### config.mk
export PLATFORM = sky130hd
export DESIGN_NAME = fir_filter_ring_buffer_flat
export DESIGN_NICKNAME = d
export VERILOG_FILES = /design/src/sv/fir_rb_pkg.sv /design/src/sv/fir_rb_if.sv /design/src/sv/fir_rb_ctrl.sv /design/src/sv/fir_rb_dp.sv /design/src/sv/fir_filter_ring_buffer.sv /design/src/flat_wrapper.sv
export SDC_FILE = /design/constraint.sdc
export NUM_CORES = 2
export LEC_CHECK = 0
export BUFFER_PORTS_ARGS = -buffer_cell sky130_fd_sc_hd__buf_2
export CORE_ASPECT_RATIO = 1.25
export CORE_MARGIN = 2
export CORE_UTILIZATION = 50
export DETAILED_ROUTE_END_ITERATION = 10
export PLACE_DENSITY = 0.72
export SYNTH_ARGS = -nofsm -noshare
export SYNTH_HDL_FRONTEND = slang
export SYNTH_HIERARCHICAL = 1
export SYNTH_SLANG_ARGS = --single-unit
export TNS_END_PERCENT = 10
### constraint.sdc
create_clock -name clk -period 7.7 [get_ports clk]
set_input_delay 1.54 -clock clk [delete_from_list [all_inputs] [get_ports clk]]
set_output_delay 1.54 -clock clk [all_outputs]
set_load 0.005 [all_outputs]
### src/sv/fir_rb_pkg.sv
// fir_rb_pkg: shared widths, mode codes, controller states and the
// command/status bundles between the fir ring-buffer controller and datapath.
// No dependencies.
package fir_rb_pkg;

  localparam int unsigned MAX_TAPS_DEF = 32;
  localparam int unsigned TAPS_RST     = 32;

  localparam int unsigned MODE_W     = 1;
  localparam int unsigned SAMPLE_W   = 16;
  localparam int unsigned COEF_IDX_W = 5;
  localparam int unsigned TAPS_W     = 6;
  localparam int unsigned PROD_W     = 32;
  localparam int unsigned ACC_W      = 40;
  localparam int unsigned FRAC_W     = 15;

  localparam logic [MODE_W-1:0] MODE_SAMPLE = 1'b0;
  localparam logic [MODE_W-1:0] MODE_COEF   = 1'b1;

  typedef enum logic [1:0] {
    ST_IDLE,
    ST_ISSUE,
    ST_DRAIN
  } fir_state_t;

  typedef struct packed {
    logic take_sample;
    logic take_coef;
    logic issue;
    logic load_out;
  } fir_cmd_t;

  typedef struct packed {
    logic last_tap;
    logic pipe_busy;
    logic out_free;
  } fir_stat_t;

endpackage

### src/sv/fir_rb_if.sv
// fir_rb channel interfaces: input item, result item and tap-count write port.
// Depends on fir_rb_pkg for field widths.
interface fir_rb_in_if;
  import fir_rb_pkg::*;
  logic                       valid;
  logic                       ready;
  logic [MODE_W-1:0]          mode;
  logic signed [SAMPLE_W-1:0] sample_in;
  logic [COEF_IDX_W-1:0]      coef_index;
  logic signed [SAMPLE_W-1:0] coef_value;
  modport source (output valid, mode, sample_in, coef_index, coef_value, input ready);
  modport sink   (input valid, mode, sample_in, coef_index, coef_value, output ready);
endinterface

interface fir_rb_out_if;
  import fir_rb_pkg::*;
  logic                       valid;
  logic                       ready;
  logic signed [SAMPLE_W-1:0] filtered;
  logic                       saturated;
  modport source (output valid, filtered, saturated, input ready);
  modport sink   (input valid, filtered, saturated, output ready);
endinterface

interface fir_rb_cfg_if;
  import fir_rb_pkg::*;
  logic              valid;
  logic              ready;
  logic [TAPS_W-1:0] data;
  modport source (output valid, data, input ready);
  modport sink   (input valid, data, output ready);
endinterface

### src/sv/fir_rb_ctrl.sv
// fir_rb_ctrl: state machine sequencing one sample through the shared MAC.
// Depends on fir_rb_pkg for states and the command/status structs.
module fir_rb_ctrl (
  input  logic                             clk,
  input  logic                             rst,
  input  logic                             in_valid,
  input  logic [fir_rb_pkg::MODE_W-1:0]    in_mode,
  output logic                             in_ready,
  input  fir_rb_pkg::fir_stat_t            stat,
  output fir_rb_pkg::fir_cmd_t             cmd
);
  import fir_rb_pkg::*;

  fir_state_t state;
  fir_state_t state_next;

  always_ff @(posedge clk) begin
    if (rst) begin
      state <= ST_IDLE;
    end else begin
      state <= state_next;
    end
  end

  always_comb begin
    state_next = state;
    cmd        = '0;
    in_ready   = 1'b0;
    unique case (state)
      ST_IDLE: begin
        in_ready = 1'b1;
        if (in_valid) begin
          if (in_mode == MODE_COEF) begin
            cmd.take_coef = 1'b1;
          end else begin
            cmd.take_sample = 1'b1;
            state_next      = ST_ISSUE;
          end
        end
      end
      ST_ISSUE: begin
        cmd.issue = 1'b1;
        if (stat.last_tap) begin
          state_next = ST_DRAIN;
        end
      end
      ST_DRAIN: begin
        // wait for the last product to land, then for room in the result register
        if (!stat.pipe_busy && stat.out_free) begin
          cmd.load_out = 1'b1;
          state_next   = ST_IDLE;
        end
      end
      default: begin
        state_next = ST_IDLE;
      end
    endcase
  end

endmodule

### src/sv/fir_rb_dp.sv
// fir_rb_dp: history and coefficient memories, tap-count register, ring pointers,
// MAC pipeline, rounding/saturation and the result register. Depends on fir_rb_pkg.
module fir_rb_dp #(
  parameter int unsigned MAX_TAPS = fir_rb_pkg::MAX_TAPS_DEF
) (
  input  logic                                   clk,
  input  logic                                   rst,
  input  fir_rb_pkg::fir_cmd_t                   cmd,
  output fir_rb_pkg::fir_stat_t                  stat,
  input  logic                                   cfg_wr,
  input  logic [fir_rb_pkg::TAPS_W-1:0]          cfg_data,
  input  logic signed [fir_rb_pkg::SAMPLE_W-1:0] sample_in,
  input  logic [fir_rb_pkg::COEF_IDX_W-1:0]      coef_index,
  input  logic signed [fir_rb_pkg::SAMPLE_W-1:0] coef_value,
  input  logic                                   out_ready,
  output logic                                   out_valid,
  output logic signed [fir_rb_pkg::SAMPLE_W-1:0] filtered,
  output logic                                   saturated
);
  import fir_rb_pkg::*;

  localparam int unsigned ADDR_W  = $clog2(MAX_TAPS);
  localparam int unsigned CNT_W   = $clog2(MAX_TAPS + 1);
  localparam int unsigned SHIFT_W = ACC_W - FRAC_W;
  localparam logic [CNT_W-1:0] ONE = CNT_W'(1);
  localparam logic [ADDR_W-1:0] ADDR_ONE = ADDR_W'(1);
  localparam logic [CNT_W-1:0] TAPS_RESET =
    CNT_W'((TAPS_RST > MAX_TAPS) ? MAX_TAPS : TAPS_RST);
  localparam logic signed [SHIFT_W-1:0] OUT_MAX = SHIFT_W'(32767);
  localparam logic signed [SHIFT_W-1:0] OUT_MIN = SHIFT_W'(-32768);
  localparam logic signed [ACC_W-1:0]   HALF_LSB = ACC_W'(1 << (FRAC_W - 1));

  logic signed [SAMPLE_W-1:0] hist_mem [MAX_TAPS];
  logic signed [SAMPLE_W-1:0] coef_mem [MAX_TAPS];
  logic [MAX_TAPS-1:0]        hist_vld;
  logic [MAX_TAPS-1:0]        coef_vld;

  logic [CNT_W-1:0]  num_taps;
  logic [CNT_W-1:0]  taps_hold;
  logic [CNT_W-1:0]  last_k;
  logic [ADDR_W-1:0] wr_pos;
  logic [ADDR_W-1:0] pos_eff;
  logic [ADDR_W-1:0] pos_adv;
  logic [ADDR_W-1:0] rd_ptr;
  logic [ADDR_W-1:0] ring_top;
  logic [CNT_W-1:0]  k;

  logic [ADDR_W-1:0] coef_addr;
  logic              coef_ok;

  logic                       rd_v;
  logic                       mul_v;
  logic signed [SAMPLE_W-1:0] hist_q;
  logic signed [SAMPLE_W-1:0] coef_q;
  logic                       hist_q_vld;
  logic                       coef_q_vld;
  logic signed [SAMPLE_W-1:0] hist_op;
  logic signed [SAMPLE_W-1:0] coef_op;
  logic signed [PROD_W-1:0]   prod;
  logic signed [ACC_W-1:0]    acc;

  logic signed [ACC_W-1:0]    biased;
  logic signed [SHIFT_W-1:0]  shifted;
  logic                       sat_hi;
  logic                       sat_lo;

  // tap count: zero is held at one, anything above the store depth at the depth
  always_comb begin
    if (cfg_data == '0) begin
      taps_hold = ONE;
    end else if (int'(cfg_data) > int'(MAX_TAPS)) begin
      taps_hold = CNT_W'(MAX_TAPS);
    end else begin
      taps_hold = CNT_W'(cfg_data);
    end
  end

  assign last_k   = num_taps - ONE;
  assign ring_top = last_k[ADDR_W-1:0];
  assign pos_eff  = (CNT_W'(wr_pos) >= num_taps) ? '0 : wr_pos;
  assign pos_adv  = (CNT_W'(pos_eff) + ONE == num_taps) ? '0 : pos_eff + ADDR_ONE;

  assign coef_addr = ADDR_W'(coef_index);
  assign coef_ok   = int'(coef_index) < int'(MAX_TAPS);

  always_ff @(posedge clk) begin
    if (rst) begin
      num_taps <= TAPS_RESET;
      wr_pos   <= '0;
      hist_vld <= '0;
    end else if (cfg_wr) begin
      num_taps <= taps_hold;
      wr_pos   <= '0;
      hist_vld <= '0;
    end else if (cmd.take_sample) begin
      wr_pos           <= pos_adv;
      hist_vld[pos_eff] <= 1'b1;
    end
  end

  always_ff @(posedge clk) begin
    if (rst) begin
      coef_vld <= '0;
    end else if (cmd.take_coef && coef_ok) begin
      coef_vld[coef_addr] <= 1'b1;
    end
  end

  // memory writes
  always_ff @(posedge clk) begin
    if (cmd.take_sample) begin
      hist_mem[pos_eff] <= sample_in;
    end
    if (cmd.take_coef && coef_ok) begin
      coef_mem[coef_addr] <= coef_value;
    end
  end

  // tap walk: k counts up through the coefficients, rd_ptr walks the ring backward
  always_ff @(posedge clk) begin
    if (cmd.take_sample) begin
      k      <= '0;
      rd_ptr <= pos_eff;
    end else if (cmd.issue) begin
      k      <= k + ONE;
      rd_ptr <= (rd_ptr == '0) ? ring_top : rd_ptr - ADDR_ONE;
    end
  end

  // registered memory reads
  always_ff @(posedge clk) begin
    if (cmd.issue) begin
      hist_q     <= hist_mem[rd_ptr];
      coef_q     <= coef_mem[k[ADDR_W-1:0]];
      hist_q_vld <= hist_vld[rd_ptr];
      coef_q_vld <= coef_vld[k[ADDR_W-1:0]];
    end
  end

  // entries never written since clear read as zero
  assign hist_op = hist_q_vld ? hist_q : '0;
  assign coef_op = coef_q_vld ? coef_q : '0;

  always_ff @(posedge clk) begin
    if (rst) begin
      rd_v  <= 1'b0;
      mul_v <= 1'b0;
    end else begin
      rd_v  <= cmd.issue;
      mul_v <= rd_v;
    end
  end

  always_ff @(posedge clk) begin
    if (rd_v) begin
      prod <= coef_op * hist_op;
    end
  end

  always_ff @(posedge clk) begin
    if (cmd.take_sample) begin
      acc <= '0;
    end else if (mul_v) begin
      acc <= acc + ACC_W'(prod);
    end
  end

  // round half up, then clip to q1.15
  assign biased  = acc + HALF_LSB;
  assign shifted = biased[ACC_W-1:FRAC_W];
  assign sat_hi  = shifted > OUT_MAX;
  assign sat_lo  = shifted < OUT_MIN;

  always_ff @(posedge clk) begin
    if (rst) begin
      out_valid <= 1'b0;
    end else if (cmd.load_out) begin
      out_valid <= 1'b1;
    end else if (out_ready) begin
      out_valid <= 1'b0;
    end
  end

  always_ff @(posedge clk) begin
    if (cmd.load_out) begin
      saturated <= sat_hi | sat_lo;
      if (sat_hi) begin
        filtered <= OUT_MAX[SAMPLE_W-1:0];
      end else if (sat_lo) begin
        filtered <= OUT_MIN[SAMPLE_W-1:0];
      end else begin
        filtered <= shifted[SAMPLE_W-1:0];
      end
    end
  end

  assign stat.last_tap  = (k == last_k);
  assign stat.pipe_busy = rd_v | mul_v;
  assign stat.out_free  = !out_valid || out_ready;

endmodule

### src/sv/fir_filter_ring_buffer.sv
// fir_filter_ring_buffer: top level, joins controller, datapath and the channels.
// Depends on fir_rb_pkg, fir_rb_if, fir_rb_ctrl and fir_rb_dp.

// Direct-form FIR filter over a ring history of num_taps Q1.15 samples, with a
// 40-bit accumulator and a rounded, saturated Q1.15 result. A sample beat
// holds off other beats while the single shared multiply-accumulate steps
// one tap per cycle through the history and coefficient memories for all
// num_taps taps and the read/multiply/add pipeline drains into the result
// register; a coefficient beat is written without leaving idle and gives no
// result. The result register lets the next beat be taken while a result
// waits. Writing num_taps clears the history and write position at once
// (per-entry valid bits, no clearing pass); coefficients survive it.
module fir_filter_ring_buffer #(
  parameter int unsigned MAX_TAPS = fir_rb_pkg::MAX_TAPS_DEF
) (
  input logic          clk,
  input logic          rst,
  fir_rb_in_if.sink    item,
  fir_rb_out_if.source result,
  fir_rb_cfg_if.sink   cfg
);
  import fir_rb_pkg::*;

  fir_cmd_t  cmd;
  fir_stat_t stat;

  assign cfg.ready = 1'b1;

  fir_rb_ctrl u_ctrl (
    .clk      (clk),
    .rst      (rst),
    .in_valid (item.valid),
    .in_mode  (item.mode),
    .in_ready (item.ready),
    .stat     (stat),
    .cmd      (cmd)
  );

  fir_rb_dp #(
    .MAX_TAPS (MAX_TAPS)
  ) u_dp (
    .clk        (clk),
    .rst        (rst),
    .cmd        (cmd),
    .stat       (stat),
    .cfg_wr     (cfg.valid & cfg.ready),
    .cfg_data   (cfg.data),
    .sample_in  (item.sample_in),
    .coef_index (item.coef_index),
    .coef_value (item.coef_value),
    .out_ready  (result.ready),
    .out_valid  (result.valid),
    .filtered   (result.filtered),
    .saturated  (result.saturated)
  );

  // a waiting result is never overwritten
  a_no_overwrite: assert property (@(posedge clk) disable iff (rst)
    cmd.load_out |-> (!result.valid || result.ready))
    else $error("result register loaded while a beat was still waiting");

  // the sum is taken only after the last product has been added
  a_drained: assert property (@(posedge clk) disable iff (rst)
    cmd.load_out |-> !stat.pipe_busy)
    else $error("result loaded with products still in flight");

  // a sample beat holds off the next beat while its taps are walked
  a_busy_after_sample: assert property (@(posedge clk) disable iff (rst)
    (item.valid && item.ready && item.mode == MODE_SAMPLE) |=> !item.ready)
    else $error("input taken again right after a sample beat");

endmodule

### src/flat_wrapper.sv
// flat-port wrapper written by rule: the top's interface ports become plain ports
module fir_filter_ring_buffer_flat import fir_rb_pkg::*;
#(
  parameter int unsigned MAX_TAPS = fir_rb_pkg::MAX_TAPS_DEF
)
  (clk, rst, item_valid, item_mode, item_sample_in, item_coef_index, item_coef_value, item_ready, result_valid, result_filtered, result_saturated, result_ready, cfg_valid, cfg_data, cfg_ready);
  fir_rb_in_if item_i ();
  fir_rb_out_if result_i ();
  fir_rb_cfg_if cfg_i ();
  input logic clk;
  input logic rst;
  input wire logic [$bits(item_i.valid)-1:0] item_valid;
  input wire logic [$bits(item_i.mode)-1:0] item_mode;
  input wire logic [$bits(item_i.sample_in)-1:0] item_sample_in;
  input wire logic [$bits(item_i.coef_index)-1:0] item_coef_index;
  input wire logic [$bits(item_i.coef_value)-1:0] item_coef_value;
  output wire logic [$bits(item_i.ready)-1:0] item_ready;
  output wire logic [$bits(result_i.valid)-1:0] result_valid;
  output wire logic [$bits(result_i.filtered)-1:0] result_filtered;
  output wire logic [$bits(result_i.saturated)-1:0] result_saturated;
  input wire logic [$bits(result_i.ready)-1:0] result_ready;
  input wire logic [$bits(cfg_i.valid)-1:0] cfg_valid;
  input wire logic [$bits(cfg_i.data)-1:0] cfg_data;
  output wire logic [$bits(cfg_i.ready)-1:0] cfg_ready;
  assign item_i.valid = item_valid;
  assign item_i.mode = item_mode;
  assign item_i.sample_in = item_sample_in;
  assign item_i.coef_index = item_coef_index;
  assign item_i.coef_value = item_coef_value;
  assign item_ready = item_i.ready;
  assign result_valid = result_i.valid;
  assign result_filtered = result_i.filtered;
  assign result_saturated = result_i.saturated;
  assign result_i.ready = result_ready;
  assign cfg_i.valid = cfg_valid;
  assign cfg_i.data = cfg_data;
  assign cfg_ready = cfg_i.ready;
  fir_filter_ring_buffer #(.MAX_TAPS(MAX_TAPS)) u_core (.clk(clk), .rst(rst), .item(item_i), .result(result_i), .cfg(cfg_i));
endmodule
==> metrics.txt <==
hpwl dp 87.5 mm; total CTS buffers 114; placed cells 5,566; final hold viol count 0; Req. time, crit path 8180 ps; Synth cell types 92; die height 391 um; layout cells sized above 1 16.7%; CTS tree yes; Syn Inst Count 3,998; worst hold start u_core/u_dp/hist_vld[30]; Reg2Reg Setup Slack 610 ps; leak pwr 23.7 nW; M1 GR Usage 29.6%; Worst slew margin 26.2%; vias in the first global route 34.6k; Reg clk slew, reported paths 70 ps; ant diodes 0; dpl cell area 62,400 sq um; Post-CTS Resized 0; met2 usage in global routing 39.7%; Async SR Flop Fraction 0%; clock tree buffer depth 3; Mapped Nets 4,444; Clock Latency Late Sink 760 ps; initial antenna violation count 5; reg2reg start u_core/u_dp/hist_q_vld; antenna viol nets, final 0; r2r worst-path depth 22; first-pass GRT wire length 211 mm; CP cell instances nand2_1, nor2_1, fa_1, inv_1, fa_1, fa_1, inv_1, fa_1, fa_1, inv_1, fa_1, inv_1, ha_1, nand2_1, o21a_1, o21ai_0, o21ai_1, o31ai_2, o21ai_1, o31ai_2, mux2i_1, nand4_1; post-synthesis cell area 59,800 sq um; met3 Usage GRT 3.60%; CP top delay family adder cells; Final min period 7090 ps; hold worst-path end u_core/u_dp/hist_vld[30]; Worst Path Arrival 7570 ps; busiest metal layer after global routing met2; Max Clk Rate 141 MHz; PD cells 251 nW/um^2; EDFF count, synth 1,112; critical path fanouts, max 24; most common cell after layout, fill and taps aside edfxtp_1; CP startpoint kind flip-flop; Max stage delay on crit path 860 ps; # DRC 0; I/O Buffers 67; critical setup path kind flip-flop to flip-flop; Seq cells post-synth 1,238; maxcap violations 0; period utilization 92.1%; Seq/Total Area, Yosys 60.1%; Warnings, synthesis 6; CTS Root Cell clkbuf_16; via/cell ratio 5.83; fillcell total 9,123; CP bufs+invs 4; final setup vio count 0; peak supply drop 0.245 mV; Area Growth Syn to Fin 10.6%; hold buffer count at cts 0; post-route setup TNS 0 ps; die width 313 um; CORE AREA 118,000 sq um; global placement routability congestion 0.940; total wire length 140 mm; via count 33.7k; Non-Filler Instances 5,782; hold depth 1; synthesized area per cell 15.0 sq um; status finished, final reports clean; htree depth 3; pin count of the biggest net entering global routing 105; max-slew violations 0; initial core utilization 50.5%; CP endpoint kind flip-flop; Ports 69; row cnt 141; final instance area 66,100 sq um; Total Nets Final 4,555; DR iter-0 viols 2,988; RSZ-0062 raised after global routing false; Hold Path Class flip-flop to flip-flop; main flop type after synthesis edfxtp_1; gr usage total 23.0%; drt first pass iters 7; Avg WL per Cell 24.2 um; CP most frequent cell fa_1; Post-CTS Setup Bufs 0; WP depth 22; commonest cells after routing, fill and taps aside edfxtp_1, nor2_1, inv_1; slowest CP cell edfxtp_1; Reg-to-Reg End u_core/u_dp/prod[31]; die area 122,000 sq um; TritonCTS sink count 1,238; skew final 43.9 ps; Worst Tran Pin Value 1100 ps; gr ovfl total 0
[flip-flops by register name, summed over array words and instances (netlist names), 2 cells and up]
name / count
u_core/u_dp/hist_q: 16
u_core/u_dp/num_taps: 6
u_core/u_dp/hist_vld: 32
u_core/u_dp/hist_mem: 512
u_core/u_dp/rd_ptr: 5
u_core/u_dp/coef_q: 16
u_core/u_dp/coef_vld: 32
u_core/u_dp/coef_mem: 512
u_core/u_dp/filtered: 16
u_core/u_dp/prod: 32
u_core/u_dp/k: 6
u_core/u_dp/acc: 40
u_core/u_ctrl/state: 2
u_core/u_dp/wr_pos: 5
[metal layers]
layer	part of all wire, %	up-vias
met5	0.025	-
met4	3.5	6
met3	6.8	265
met2	51	1209
met1	39	17300
li1	-	14900
[worst max-delay path by stage]
| stage | slack, ps | to | from |
|---|---|---|---|
| 2_1_floorplan | 1250 | u_core/u_dp/prod[31] | u_core/u_dp/hist_q_vld |
| 3_3_place_gp | 730 | u_core/u_dp/prod[31] | u_core/u_dp/hist_q_vld |
| 3_5_place_dp | 590 | u_core/u_dp/prod[31] | u_core/u_dp/hist_q_vld |
| 4_1_cts | 580 | u_core/u_dp/prod[31] | u_core/u_dp/hist_q_vld |
| 5_1_grt | 30 | u_core/u_dp/prod[31] | u_core/u_dp/hist_q_vld |
| 6_report | 610 | u_core/u_dp/prod[31] | u_core/u_dp/hist_q_vld |
[cell families after synthesis]
kind of cell,after synthesis,synth area share (%)
DFF,1238,60.1
and+or+nand+nor,884,6.48
buffers and inverters,505,3.25
AOI/OAI and AO/OA,459,5.18
muxes,416,12.0
adders and majority gates,397,11.6
xor gates and xnor gates,98,1.44
other,1,0.00627
[synth_stat cells (4+ instances only)]
library cell,instances,area (sq um)
nand3_1,58,290
mux2i_1,159,1590
o31ai_1,21,158
o22ai_1,38,238
mux2_2,19,214
and2_1,34,213
o21ai_0,89,445
a21oi_1,106,531
o21a_1,42,315
o211ai_1,12,90.1
a211o_1,5,43.8
ha_1,134,1680
nor2_1,410,1540
or2_2,5,31.3
xnor2_1,56,490
fa_1,263,5270
o221ai_1,35,307
nand3b_1,7,52.6
a2bb2oi_1,4,35.0
nand2_1,239,897
o21bai_1,10,75.1
buf_2,24,120
nor2b_1,13,81.3
a211oi_1,9,67.6
buf_1,26,97.6
dfxtp_1,126,2520
nand4_1,17,106
nand2b_1,15,93.8
a31oi_1,8,50.1
a21o_1,30,225
and3_1,18,113
nor3_1,33,165
or3_1,9,56.3
xor2_1,42,368
clkbuf_1,130,488
mux4_2,238,5360
inv_1,320,1200
nor4_1,4,25.0
edfxtp_1,1112,33400
[cell type report]
type / count / area (sq um) / share of cell area [%]
flip-flops and latches: 1238 / 35900 / 54.3
multi-input cells: 2255 / 22100 / 33.5
clock buffers: 144 / 3020 / 4.56
well taps: 1573 / 1970 / 2.98
repair buffers: 179 / 1210 / 1.83
inverters: 321 / 1200 / 1.82
clock inverters: 72 / 684 / 1.03
[worst reg2reg max path: stages, from the launching register on]
cell	delay [ps]
edfxtp_1	860
nand2_1	450
nor2_1	270
fa_1	450
inv_1	80
fa_1	430
fa_1	530
inv_1	60
fa_1	490
fa_1	490
inv_1	50
fa_1	470
inv_1	40
ha_1	370
nand2_1	100
o21a_1	200
o21ai_0	200
o21ai_1	190
o31ai_2	310
o21ai_1	180
o31ai_2	340
mux2i_1	220
nand4_1	90
[per-stage QoR]
stage | total power (W) | utilization, % | setup WS [ps] | hold slack [ps]
after CTS | 0.0167 | 55.9 | 575 | 464
final | 0.0166 | 55.9 | 610 | 459
after global placement | 0.0111 | 52.7 | 728 | 442
after global routing | 0.0173 | 55.9 | 29.4 | 473
after floorplan | 0.0103 | - | 1250 | 429
after detailed placement | 0.0112 | 52.7 | 593 | 450
[power by group]
part           switching (W)  internal, W  leakage (nW)
logic                0.00188      0.00150          10.9
registers           0.000155      0.00749          11.0
clock network        0.00250      0.00307          1.81
Note: power is estimated with default switching activity, not from simulation.
